[config.mk]
export PLATFORM = sky130hd
export DESIGN_NAME = alias_channel_remap_search
export DESIGN_NICKNAME = d
export VERILOG_FILES = /design/src/rtl/acrs_pkg.sv /design/src/rtl/acrs_ram.sv /design/src/rtl/acrs_mod.sv /design/src/rtl/alias_channel_remap_search.sv
export SDC_FILE = /design/constraint.sdc
export NUM_CORES = 2
export LEC_CHECK = 0
export BUFFER_PORTS_ARGS = -buffer_cell sky130_fd_sc_hd__buf_4
export CAP_MARGIN = 40
export CORE_AREA = 2 2 526 528
export CTS_CLUSTER_SIZE = 14
export DETAILED_ROUTE_END_ITERATION = 10
export DIE_AREA = 0 0 528 530
export SETUP_SLACK_MARGIN = 0.05
export SYNTH_ARGS = -nofsm -noshare
export SYNTH_HDL_FRONTEND = slang
export SYNTH_HIERARCHICAL = 1
export SYNTH_SLANG_ARGS = --single-unit
export TNS_END_PERCENT = 1
[constraint.sdc]
create_clock -name clk -period 44.1 [get_ports clk]
set_input_delay 6.615 -clock clk [delete_from_list [all_inputs] [get_ports clk]]
set_output_delay 6.615 -clock clk [all_outputs]
set_load 0.05 [all_outputs]
[src/rtl/acrs_pkg.sv]
// ----------------------------------------------------------------------------
// acrs_pkg
// types and constants shared by the alias channel remap search block
// ----------------------------------------------------------------------------
package acrs_pkg;

    localparam int CH_W        = 10;
    localparam int FREQ_W      = 16;
    localparam int ALIAS_DEPTH = 1024;
    localparam int ALIAS_AW    = 10;

    // request codes
    localparam logic [1:0] REQ_ADD        = 2'd0;
    localparam logic [1:0] REQ_ADD_FINISH = 2'd1;
    localparam logic [1:0] REQ_FINISH     = 2'd2;
    localparam logic [1:0] REQ_NONE       = 2'd3;

    typedef struct packed {
        logic [1:0]      req_type;
        logic [CH_W-1:0] channel;
    } req_item_t;

    typedef struct packed {
        logic [CH_W-1:0]   orig_channel;
        logic [CH_W-1:0]   new_channel;
        logic              flipped;
        logic              has_mapping;
        logic [FREQ_W-1:0] new_sampling_freq;
        logic              error;
        logic              last;
    } result_item_t;

    // fold unit request, response and status
    typedef struct packed {
        logic [CH_W-1:0] ch;
        logic [CH_W-1:0] nyq;
    } fold_req_t;

    typedef struct packed {
        logic [CH_W-1:0] fold_pos;
        logic            flip;
    } fold_rsp_t;

    typedef struct packed {
        logic busy;
        logic done;
    } fold_stat_t;

endpackage

[src/rtl/acrs_ram.sv]
// ----------------------------------------------------------------------------
// acrs_ram
// generic single write port, single read port ram with registered read
// ----------------------------------------------------------------------------
module acrs_ram #(
    parameter int WIDTH = 1,
    parameter int DEPTH = 1024
) (
    input  logic                     clk,
    input  logic                     we,
    input  logic [$clog2(DEPTH)-1:0] waddr,
    input  logic [WIDTH-1:0]         wdata,
    input  logic [$clog2(DEPTH)-1:0] raddr,
    output logic [WIDTH-1:0]         rdata
);

    logic [WIDTH-1:0] mem [DEPTH];

    always_ff @(posedge clk)
    begin
        if (we)
        begin
            mem[waddr] <= wdata;
        end
        rdata <= mem[raddr];
    end

endmodule

[src/rtl/acrs_mod.sv]
// ----------------------------------------------------------------------------
// acrs_mod
// shared fold unit: restoring remainder by twice the nyquist value, one bit
// per cycle, then folds the remainder into the first band
// ----------------------------------------------------------------------------
module acrs_mod
    import acrs_pkg::*;
(
    input  logic       clk,
    input  logic       rst_n,
    input  logic       start,
    input  fold_req_t  req,
    output fold_rsp_t  rsp,
    output fold_stat_t stat
);

    localparam int CNT_W = $clog2(CH_W);

    logic             run_reg, run_next;
    logic             fold_reg, fold_next;
    logic             done_reg, done_next;
    logic [CNT_W-1:0] cnt_reg, cnt_next;
    logic [CH_W-1:0]  dvd_reg, dvd_next;
    logic [CH_W:0]    rem_reg, rem_next;
    logic [CH_W-1:0]  nyq_reg, nyq_next;
    logic [CH_W-1:0]  pos_reg, pos_next;
    logic             flip_reg, flip_next;

    logic [CH_W:0]    fs;
    logic [CH_W+1:0]  trial;
    logic             ge;

    assign fs    = {nyq_reg, 1'b0};
    assign trial = {rem_reg, dvd_reg[CH_W-1]};
    assign ge    = trial >= {1'b0, fs};

    always_comb
    begin
        run_next  = run_reg;
        fold_next = 1'b0;
        done_next = 1'b0;
        cnt_next  = cnt_reg;
        dvd_next  = dvd_reg;
        rem_next  = rem_reg;
        nyq_next  = nyq_reg;
        pos_next  = pos_reg;
        flip_next = flip_reg;
        if (start)
        begin
            run_next = 1'b1;
            cnt_next = '0;
            dvd_next = req.ch;
            nyq_next = req.nyq;
            rem_next = '0;
        end
        else if (run_reg)
        begin
            rem_next = ge ? (CH_W+1)'(trial - {1'b0, fs}) : trial[CH_W:0];
            dvd_next = {dvd_reg[CH_W-2:0], 1'b0};
            cnt_next = cnt_reg + CNT_W'(1);
            if (cnt_reg == CNT_W'(CH_W - 1))
            begin
                run_next  = 1'b0;
                fold_next = 1'b1;
            end
        end
        else if (fold_reg)
        begin
            // remainder above nyquist lands in the mirrored band
            if (rem_reg <= {1'b0, nyq_reg})
            begin
                pos_next  = rem_reg[CH_W-1:0];
                flip_next = 1'b0;
            end
            else
            begin
                pos_next  = CH_W'(fs - rem_reg);
                flip_next = 1'b1;
            end
            done_next = 1'b1;
        end
    end

    always_ff @(posedge clk or negedge rst_n)
    begin
        if (!rst_n)
        begin
            run_reg  <= 1'b0;
            fold_reg <= 1'b0;
            done_reg <= 1'b0;
            cnt_reg  <= '0;
        end
        else
        begin
            run_reg  <= run_next;
            fold_reg <= fold_next;
            done_reg <= done_next;
            cnt_reg  <= cnt_next;
        end
    end

    always_ff @(posedge clk)
    begin
        dvd_reg  <= dvd_next;
        rem_reg  <= rem_next;
        nyq_reg  <= nyq_next;
        pos_reg  <= pos_next;
        flip_reg <= flip_next;
    end

    assign rsp.fold_pos = pos_reg;
    assign rsp.flip     = flip_reg;
    assign stat.busy    = run_reg | fold_reg;
    assign stat.done    = done_reg;

endmodule

[src/rtl/alias_channel_remap_search.sv]
// ----------------------------------------------------------------------------
// alias_channel_remap_search
// collects a set of distinct channels and searches for the smallest nyquist
// value at which all channels fold to distinct alias positions
// ----------------------------------------------------------------------------
// steps: an add item reads, then sets its presence bit; a finish item scans up to
//   the max channel, then folds each channel tried in the shared fold unit,
//   failed candidates clear each marked channel through it, results go out one at a time
// throughput: one item at a time, busy high until the last result is out
// reset: after rst_n a clearing pass over every address wipes the presence
//   and alias maps; busy stays high meanwhile, config writes taken
// results are strobed for one cycle, the receiver cannot stall
module alias_channel_remap_search
    import acrs_pkg::*;
#(
    parameter int MAX_CHANNELS  = 64,
    parameter int CHANNEL_RANGE = 1024
) (
    input  logic              clk,
    input  logic              rst_n,
    input  logic              start,
    output logic              busy,
    input  req_item_t         req,
    input  logic              cfg_we,
    input  logic [FREQ_W-1:0] cfg_wdata,
    output logic              result_valid,
    output result_item_t      result
);

    localparam int PW     = $clog2(CHANNEL_RANGE);
    localparam int LW     = $clog2(MAX_CHANNELS);
    localparam int CW     = $clog2(MAX_CHANNELS + 1);
    localparam int INIT_L = (CHANNEL_RANGE > ALIAS_DEPTH) ? CHANNEL_RANGE : ALIAS_DEPTH;
    localparam int IW     = $clog2(INIT_L);

    // sequencer states
    localparam logic [3:0] ST_INIT = 4'd0;
    localparam logic [3:0] ST_IDLE = 4'd1;
    localparam logic [3:0] ST_ADD  = 4'd2;
    localparam logic [3:0] ST_FIN  = 4'd3;
    localparam logic [3:0] ST_SCAN = 4'd4;
    localparam logic [3:0] ST_EVAL = 4'd5;
    localparam logic [3:0] ST_RD   = 4'd6;
    localparam logic [3:0] ST_GO   = 4'd7;
    localparam logic [3:0] ST_WAIT = 4'd8;
    localparam logic [3:0] ST_CHK  = 4'd9;

    // walk phases over the sorted list
    localparam logic [1:0] PH_SEARCH = 2'd0;
    localparam logic [1:0] PH_CLEAR  = 2'd1;
    localparam logic [1:0] PH_EMIT   = 2'd2;

    logic [3:0]        state_reg, state_next;
    logic [1:0]        phase_reg, phase_next;
    logic [FREQ_W-1:0] sf_reg;
    logic [IW-1:0]     init_reg, init_next;
    logic [CW-1:0]     count_reg, count_next;
    logic [CH_W-1:0]   max_reg, max_next;
    logic              err_reg, err_next;
    logic              fin_reg, fin_next;
    logic [CH_W-1:0]   ch_reg, ch_next;
    logic [CH_W-1:0]   scan_reg, scan_next;
    logic              sdone_reg, sdone_next;
    logic              svld_reg, svld_next;
    logic [CH_W-1:0]   sd_reg, sd_next;
    logic [CW-1:0]     idx_reg, idx_next;
    logic [CW-1:0]     lim_reg, lim_next;
    logic [CH_W-1:0]   nyq_reg, nyq_next;
    logic              rv_reg, rv_next;
    result_item_t      res_reg, res_next;

    // memory ports
    logic              p_we, p_wdata, p_rdata;
    logic [PW-1:0]     p_waddr, p_raddr;
    logic              a_we, a_wdata, a_rdata;
    logic [ALIAS_AW-1:0] a_waddr;
    logic              l_we;
    logic [CH_W-1:0]   l_rdata;

    // fold unit
    logic              u_start;
    fold_req_t         u_req;
    fold_rsp_t         u_rsp;
    fold_stat_t        u_stat;

    logic              bad_set;
    logic [CW-1:0]     idx_inc;

    assign idx_inc = idx_reg + CW'(1);
    assign bad_set = (sf_reg == '0) || err_reg ||
                     ((count_reg != '0) && ({6'd0, max_reg} > (sf_reg >> 1)));

    acrs_ram #(.WIDTH(1), .DEPTH(CHANNEL_RANGE)) u_present (
        .clk   (clk),
        .we    (p_we),
        .waddr (p_waddr),
        .wdata (p_wdata),
        .raddr (p_raddr),
        .rdata (p_rdata)
    );

    acrs_ram #(.WIDTH(1), .DEPTH(ALIAS_DEPTH)) u_alias_used (
        .clk   (clk),
        .we    (a_we),
        .waddr (a_waddr),
        .wdata (a_wdata),
        .raddr (u_rsp.fold_pos),
        .rdata (a_rdata)
    );

    // channels of the set in ascending order
    acrs_ram #(.WIDTH(CH_W), .DEPTH(MAX_CHANNELS)) u_list (
        .clk   (clk),
        .we    (l_we),
        .waddr (LW'(idx_reg)),
        .wdata (sd_reg),
        .raddr (LW'(idx_reg)),
        .rdata (l_rdata)
    );

    assign u_req.ch  = l_rdata;
    assign u_req.nyq = nyq_reg;

    acrs_mod u_fold (
        .clk   (clk),
        .rst_n (rst_n),
        .start (u_start),
        .req   (u_req),
        .rsp   (u_rsp),
        .stat  (u_stat)
    );

    always_comb
    begin
        state_next = state_reg;
        phase_next = phase_reg;
        init_next  = init_reg;
        count_next = count_reg;
        max_next   = max_reg;
        err_next   = err_reg;
        fin_next   = fin_reg;
        ch_next    = ch_reg;
        scan_next  = scan_reg;
        sdone_next = sdone_reg;
        svld_next  = 1'b0;
        sd_next    = sd_reg;
        idx_next   = idx_reg;
        lim_next   = lim_reg;
        nyq_next   = nyq_reg;
        rv_next    = 1'b0;
        res_next   = res_reg;
        p_we       = 1'b0;
        p_waddr    = PW'(ch_reg);
        p_wdata    = 1'b0;
        p_raddr    = PW'(req.channel);
        a_we       = 1'b0;
        a_waddr    = u_rsp.fold_pos;
        a_wdata    = 1'b0;
        l_we       = 1'b0;
        u_start    = 1'b0;

        unique case (state_reg)
            ST_INIT:
            begin
                // wipe both maps after reset
                p_we    = 32'(init_reg) < CHANNEL_RANGE;
                p_waddr = PW'(init_reg);
                a_we    = 32'(init_reg) < ALIAS_DEPTH;
                a_waddr = ALIAS_AW'(init_reg);
                init_next = init_reg + IW'(1);
                if (init_reg == IW'(INIT_L - 1))
                begin
                    state_next = ST_IDLE;
                end
            end
            ST_IDLE:
            begin
                if (start)
                begin
                    ch_next  = req.channel;
                    fin_next = req.req_type == REQ_ADD_FINISH;
                    priority if (req.req_type == REQ_FINISH)
                    begin
                        state_next = ST_FIN;
                    end
                    else if (req.req_type == REQ_NONE)
                    begin
                        state_next = ST_IDLE;
                    end
                    else if (32'(req.channel) >= CHANNEL_RANGE)
                    begin
                        err_next   = 1'b1;
                        state_next = (req.req_type == REQ_ADD_FINISH) ? ST_FIN : ST_IDLE;
                    end
                    else
                    begin
                        state_next = ST_ADD;
                    end
                end
            end
            ST_ADD:
            begin
                // presence bit of ch_reg is on the read port now
                if (!p_rdata)
                begin
                    if (32'(count_reg) >= MAX_CHANNELS)
                    begin
                        err_next = 1'b1;
                    end
                    else
                    begin
                        p_we       = 1'b1;
                        p_wdata    = 1'b1;
                        count_next = count_reg + CW'(1);
                        if (ch_reg > max_reg)
                        begin
                            max_next = ch_reg;
                        end
                    end
                end
                state_next = fin_reg ? ST_FIN : ST_IDLE;
            end
            ST_FIN:
            begin
                scan_next  = '0;
                sdone_next = 1'b0;
                idx_next   = '0;
                state_next = (count_reg != '0) ? ST_SCAN : ST_EVAL;
            end
            ST_SCAN:
            begin
                // sweep presence map upward, build sorted list, clear behind
                p_raddr = PW'(scan_reg);
                if (!sdone_reg)
                begin
                    svld_next = 1'b1;
                    sd_next   = scan_reg;
                    if (scan_reg == max_reg)
                    begin
                        sdone_next = 1'b1;
                    end
                    else
                    begin
                        scan_next = scan_reg + CH_W'(1);
                    end
                end
                if (svld_reg)
                begin
                    p_we    = 1'b1;
                    p_waddr = PW'(sd_reg);
                    if (p_rdata && (32'(idx_reg) < MAX_CHANNELS))
                    begin
                        l_we     = 1'b1;
                        idx_next = idx_inc;
                    end
                end
                if (sdone_reg && !svld_reg)
                begin
                    state_next = ST_EVAL;
                end
            end
            ST_EVAL:
            begin
                idx_next   = '0;
                phase_next = PH_SEARCH;
                nyq_next   = CH_W'(count_reg - CW'(1));
                res_next   = '0;
                res_next.last = 1'b1;
                priority if (bad_set)
                begin
                    res_next.error = 1'b1;
                    rv_next        = 1'b1;
                end
                else if (count_reg == '0)
                begin
                    // empty set keeps the original frequency
                    res_next.new_sampling_freq = sf_reg;
                    rv_next                    = 1'b1;
                end
                else if (count_reg == CW'(1))
                begin
                    // a single channel is always the largest one seen
                    res_next.orig_channel      = max_reg;
                    res_next.has_mapping       = 1'b1;
                    res_next.new_sampling_freq = (max_reg > CH_W'(1)) ?
                                                 FREQ_W'(max_reg) : FREQ_W'(1);
                    rv_next                    = 1'b1;
                end
                else
                begin
                    state_next = ST_RD;
                end
                if (state_next != ST_RD)
                begin
                    state_next = ST_IDLE;
                    count_next = '0;
                    max_next   = '0;
                    err_next   = 1'b0;
                end
            end
            ST_RD:
            begin
                state_next = ST_GO;
            end
            ST_GO:
            begin
                u_start    = 1'b1;
                state_next = ST_WAIT;
            end
            ST_WAIT:
            begin
                if (u_stat.done)
                begin
                    unique case (phase_reg)
                        PH_SEARCH:
                        begin
                            state_next = ST_CHK;
                        end
                        PH_CLEAR:
                        begin
                            a_we  = 1'b1;
                            state_next = ST_RD;
                            if (idx_inc == lim_reg)
                            begin
                                idx_next   = '0;
                                nyq_next   = nyq_reg + CH_W'(1);
                                phase_next = PH_SEARCH;
                            end
                            else
                            begin
                                idx_next = idx_inc;
                            end
                        end
                        PH_EMIT:
                        begin
                            a_we = 1'b1;
                            rv_next = 1'b1;
                            res_next.orig_channel      = l_rdata;
                            res_next.new_channel       = u_rsp.fold_pos;
                            res_next.flipped           = u_rsp.flip;
                            res_next.has_mapping       = 1'b1;
                            res_next.new_sampling_freq = FREQ_W'({nyq_reg, 1'b0});
                            res_next.error             = 1'b0;
                            res_next.last              = idx_inc == count_reg;
                            if (idx_inc == count_reg)
                            begin
                                state_next = ST_IDLE;
                                count_next = '0;
                                max_next   = '0;
                                err_next   = 1'b0;
                            end
                            else
                            begin
                                idx_next   = idx_inc;
                                state_next = ST_RD;
                            end
                        end
                        default:
                        begin
                            state_next = ST_IDLE;
                        end
                    endcase
                end
            end
            ST_CHK:
            begin
                state_next = ST_RD;
                if (a_rdata)
                begin
                    // collision: undo marks of channels before this one
                    if (idx_reg == '0)
                    begin
                        nyq_next = nyq_reg + CH_W'(1);
                    end
                    else
                    begin
                        lim_next   = idx_reg;
                        idx_next   = '0;
                        phase_next = PH_CLEAR;
                    end
                end
                else
                begin
                    a_we    = 1'b1;
                    a_wdata = 1'b1;
                    if (idx_inc == count_reg)
                    begin
                        idx_next   = '0;
                        phase_next = PH_EMIT;
                    end
                    else
                    begin
                        idx_next = idx_inc;
                    end
                end
            end
            default:
            begin
                state_next = ST_IDLE;
            end
        endcase
    end

    always_ff @(posedge clk or negedge rst_n)
    begin
        if (!rst_n)
        begin
            state_reg <= ST_INIT;
            phase_reg <= PH_SEARCH;
            sf_reg    <= FREQ_W'(1);
            init_reg  <= '0;
            count_reg <= '0;
            max_reg   <= '0;
            err_reg   <= 1'b0;
            fin_reg   <= 1'b0;
            sdone_reg <= 1'b0;
            svld_reg  <= 1'b0;
            idx_reg   <= '0;
            rv_reg    <= 1'b0;
        end
        else
        begin
            state_reg <= state_next;
            phase_reg <= phase_next;
            if (cfg_we)
            begin
                sf_reg <= cfg_wdata;
            end
            init_reg  <= init_next;
            count_reg <= count_next;
            max_reg   <= max_next;
            err_reg   <= err_next;
            fin_reg   <= fin_next;
            sdone_reg <= sdone_next;
            svld_reg  <= svld_next;
            idx_reg   <= idx_next;
            rv_reg    <= rv_next;
        end
    end

    always_ff @(posedge clk)
    begin
        ch_reg   <= ch_next;
        scan_reg <= scan_next;
        sd_reg   <= sd_next;
        lim_reg  <= lim_next;
        nyq_reg  <= nyq_next;
        res_reg  <= res_next;
    end

    assign busy         = state_reg != ST_IDLE;
    assign result_valid = rv_reg;
    assign result       = res_reg;

    // an error or an unmapped result always closes the run
    a_err_last: assert property (@(posedge clk) disable iff (!rst_n)
        result_valid && result.error |-> result.last)
        else $error("error item without last");

    a_nomap_last: assert property (@(posedge clk) disable iff (!rst_n)
        result_valid && !result.has_mapping |-> result.last)
        else $error("unmapped item without last");

    // fold unit is quiet whenever the sequencer is idle
    a_fold_idle: assert property (@(posedge clk) disable iff (!rst_n)
        state_reg == ST_IDLE |-> !u_stat.busy && !u_stat.done)
        else $error("fold unit active while idle");

endmodule

== Yosys cells after proc, flatten, opt, wreduce, memory -nomap -nowiden ==
Memory sizes are Yosys's and may differ from the RTL's. A register that Yosys moved wholly into a read port is not among the register bits.
Index checks and enable logic that the tools add are counted.
Storage, ports and cells
  register bits: 197
  memory bits (writable): 2688
  word-level logic and storage cells: 261
  memories kept: 3
Cells by class
  $add $sub $neg: 9
  magnitude comparators: 7
  eq/ne operators: 45
  multiplexer cells: 127
  bitwise gates (word level): 4
  reduce and logical (&&, ||, !) cells: 33
Memories
  u_alias_used.mem: depth 1024, bits a word 1, rd ports 1, clocked after Yosys merged registers in 1, write ports 1, line acrs_ram.sv:17  | logic [WIDTH-1:0] mem [DEPTH];
  u_present.mem: depth 1024, bits a word 1, rd ports 1, clocked after Yosys merged registers in 1, write ports 1, line acrs_ram.sv:17
  u_list.mem: depth 64, bits a word 10, rd ports 1, clocked after Yosys merged registers in 1, write ports 1, line acrs_ram.sv:17
Operators by type and width (count)
  10-bit 2-to-1 mux: 24
  7-bit 2-to-1 mux: 14
  40-bit 2-to-1 mux: 2
  40-bit case mux with 2 select lines: 1
  10-bit case mux with 3 select lines: 2
  1-bit 2-to-1 mux: 46
  4-bit 2-to-1 mux: 11
  10-bit case mux with 2 select lines: 2
  4-bit case mux with 10 select lines: 1
  17-bit 2-to-1 mux: 2
  2-bit != test, second input constant: 16
  10-bit by 1-bit adder with 10-bit output, second input constant: 3
  7-bit case mux with 4 select lines: 1
  7-bit case mux with 3 select lines: 1
  7-bit AND reduction: 3
  2-bit 2-to-1 mux: 9
  4-bit by 3-bit equality test with 1-bit output, second input constant: 4
  16-bit zero test: 1
  16-bit 2-to-1 mux: 1
  10-bit by 15-bit > comparator with 1-bit output: 1
  7-bit by 1-bit adder with 7-bit output, second input constant: 2
  7-bit equality test: 2
  7-bit zero test: 2
  7-bit case mux with 2 select lines: 1
  45 further kinds: 73

== Longest topological paths before layout ==
  depth in word-level cells: 8
  depth in mapped cells: 18
  mapped depth without buffers: 12

== Modules after synthesis ==
The synthesis kept the hierarchy.
Modules (own cells, without submodules)
  acrs_ram (u_alias_used ...): times used 2, cells each 3112, area an instance 44656.6 sq um, sequential area each 30769.5 sq um
  acrs_ram (u_list): times used 1, cells each 1118, area an instance 25101.6 sq um, sequential area each 19418.6 sq um
  alias_channel_remap_search: times used 1, cells each 756, area an instance 8122.8 sq um, sequential area each 4140.2 sq um
  acrs_mod: times used 1, cells each 282, area an instance 2891.5 sq um, sequential area each 1326.3 sq um

== Least setup slack after synthesis ==
No wires, ideal clock.
  path type: register to register
  start: reg state_reg[1]
  end: mem u_present.mem[0], data pin
  library setup time: 7832 ps
  data arrival time: 39393 ps
  setup slack: -3125 ps
  stages on the path, launching flop included: 6
  path buffers: 1
  period minus slack after synthesis: 47225 ps
  path through: dfrtp_1 > clkbuf_1 > inv_1 > nor2_1 > nand2_1 > nor3_1
On the way
  cells in the longest elaborated chain, start to end: 2
RTL lines
  from (decl): line alias_channel_remap_search.sv:53  | logic [3:0] state_reg, state_next;
  from (signal assigned): line alias_channel_remap_search.sv:423  | state_reg <= state_next;
  4-bit by 2-bit equality test with 1-bit output: line alias_channel_remap_search.sv:162  | unique case (state_reg)
  1-bit 2-to-1 mux: line alias_channel_remap_search.sv:162
  via p_wdata: line alias_channel_remap_search.sv:73  | logic p_we, p_wdata, p_rdata;
  to (decl): line acrs_ram.sv:17
The timed path passes the listed nets, and every way through them passes these cells.

== Final worst setup path ==
  start: in req[0] (netlist name)
  end: reg u_present.rdata, read port of u_present.mem
On the way
  cells in the longest elaborated chain, start to end: 1
RTL lines
  from (decl): line alias_channel_remap_search.sv:23  | input req_item_t req,
  10-bit 2-to-1 mux: line alias_channel_remap_search.sv:162
  via p_raddr[0]: line alias_channel_remap_search.sv:74  | logic [PW-1:0] p_waddr, p_raddr;
  to (decl): line acrs_ram.sv:14  | output logic [WIDTH-1:0] rdata
The timed path passes the listed nets, and every way through them passes these cells.
A chain may end at the register's enable or synchronous reset.

==> run_results.csv <==
group,metric,value,unit
critical_path,cp_common_cell,"buf_4",
placed_design,hpwl,202000,µm
cts,post-cts-setup-buffer-count,0,
critical_path,path_cells,"buf_4, mux2_8, buf_4, buf_12, mux4_2, mux2i_1, nor2_1, a311oi_1, o211ai_1, and4_1, nor4_1, o2111ai_1",
critical_path,crit_path_start_kind,"input port",
cts,clock_path_buffers,4,
final_layout,instances_no_fill,12200,
critical_path,worstSetupPathType,"input port to flop",
status,status,"complete, no violations",
floorplanning,ioPinCount,74,
final_layout,synthToLayoutAreaGrowth,12.5,%
critical_path,cp_data_arrival_time,11.05,ns
route,firstDrtPassIters,8,
floorplanning,coreArea,275000,µm²
timing,tightestPinTransition,1.31,ns
timing,rsz0062_at_grt,"false",
global_routing,grt_pass1_vias,74500,
final_layout,nNetsFinal,8477,
critical_path,slowest_stage,"mux2_8",
pwr,p_per_area,50.2,nW/µm²
critical_path,worst_ep_required_time,44.88,ns
timing,tns,0,ns
placed_design,dpl-instance-area,131000,µm²
critical_path,rr_worst_depth,14,
pwr,p_leak,0.0464,µW
floorplanning,die_area,280000,µm²
worst_hold_path,hp-class,"flop to flop",
cts,cts_htree_levels,5,
route,drtAntennaViolNets,0,
run,maxCapViolCount,0,
yosys,synth_area_per_cell,15.0,µm²
cts,cts_sinks,2897,
worst_hold_path,hold_end,"init_reg[8]",
global_routing,grt_first_pass_wirelength,506000,µm
route,drt-wirelength-per-cell,28.3,µm
final_layout,postLayoutCoreUtil,51.3,%
timing,clock.fmax,97.4,MHz
floorplanning,start_util,45.6,%
floorplanning,fp.dieW,528,µm
critical_path,reg2reg_to,"u_present/rdata",
timing,drv_slew,0,
worst_hold_path,hp-start,"init_reg[8]",
timing,post-route-min-period,10.27,ns
route,drc_errors,0,
cts,clkTransAtPathRegs,0.06,ns
floorplanning,num_rows,193,
timing,skew,0.0596,ns
timing,timing.hold.ws,0.495,ns
cts,cts_buffers,310,
critical_path,worstSetupEndpointType,"flop",
final_layout,reg_top3,"u_alias_used/mem (1024), u_present/mem (1024), u_list/mem (640)",
global_routing,antenna_found_initial,3,
route,routed_via_density,6.06,
final_layout,drive_above_1_share,18.0,%
yosys,synth_fp_nets,8466,
cts,cts_resized,0,
critical_path,crit_path_max_incr_delay,0.62,ns
yosys,syn_area,125000,µm²
yosys,yosys_warnings,6,
yosys,synth_cells,8379,
critical_path,cp_max_fo,109,
final_layout,fin_area,141000,µm²
route,wirelength,347000,µm
cts,clockRootBuffer,"clkbuf_16",
placed_design,dp.cells,11700,
worst_hold_path,hold_path_depth,1,
placed_design,io_buffers,73,
timing,setup_violations,0,
timing,finalCritPeriodShare,23.3,%
global_routing,grt-ovfl-total,0,
pwr,ir_worst_vdd,0.0324,mV
critical_path,r2r_start,"state_reg[2]",
cts,clk_latency,0.91,ns
route,vias,74200,
timing,slew_headroom,12.4,%
placed_design,gp_congestion,0.841,
floorplanning,die_y,530,µm
cts,cts_tree,"yes",
global_routing,grt_use_total,24.4,%
cts,hold_buffers,0,
route,drt_iter0_drc,9418,
global_routing,grt_max_degree,290,
critical_path,r2r_slack,38.08,ns
timing,hold_violations,0,
==> worst max-delay path, delay by kind of cell <==
family	cells	cell delay (ns)
multiplexers	3	1.37
AND/OR/NAND/NOR	3	0.67
AO/OA/AOI/OAI	3	0.99
buffers and inverters	3	1.28
==> final cells by class <==
cell class	count	area (µm²)
diodes	5	12.5
well taps	3607	4510
inverters	68	255
clock inverters	170	1580
multi-input cells	4701	35800
flip-flops and latches	2897	86400
repair buffers	412	4350
clock buffers	380	8130
fillers	22800	134000
==> worst max path at each step <==
stage,startpoint,end
3_5_place_dp,req[0],u_present/rdata
4_1_cts,req[0],u_present/rdata
5_1_grt,req[0],u_present/rdata
6_report,req[0],u_present/rdata
3_3_place_gp,req[0],u_present/rdata
2_1_floorplan,state_reg[3],u_alias_used/mem[0]
==> power breakdown <==
part | internal [µW] | total [µW] | switching, µW
combinational | 463 | 1360 | 902
sequential | 3090 | 3180 | 91.0
clock | 1440 | 2530 | 1090
total | 4990 | 7080 | 2090
==> through the flow <==
step	power, µW	setup slack, ns
global route	7310	33.52
global placement	4530	32.59
CTS	7120	33.80
floorplan	4110	14.64
finish	7080	33.83
detailed placement	4590	32.86
==> cell usage in the layout (no fill, tap or decap), types with 37 or more instances in the layout <==
master,count
a21oi_1,111
a22o_1,40
a22oi_1,53
buf_4,298
buf_8,42
clkbuf_1,61
clkbuf_16,312
clkinv_1,70
clkinv_2,44
dfrtp_1,62
edfxtp_1,2806
ha_1,53
inv_1,62
mux2_2,37
mux2i_1,315
mux4_2,560
nand2_1,281
nand3_1,56
nand3_2,46
nor2_1,2215
nor2b_1,44
nor3_1,89
o21ai_0,75
o221ai_1,100
o22ai_1,74
==> metal layers <==
metal / up-vias / wire [µm] / global-route usage (%)
met3: 644 / 28000 / 3.70
met4: 2 / 13500 / 8.94
met1: 38800 / 137000 / 32.9
met5: - / 7 / 0
met2: 3225 / 168000 / 40.4
li1: 31500 / - / -
No activity file was read; power rests on OpenSTA's default activity.
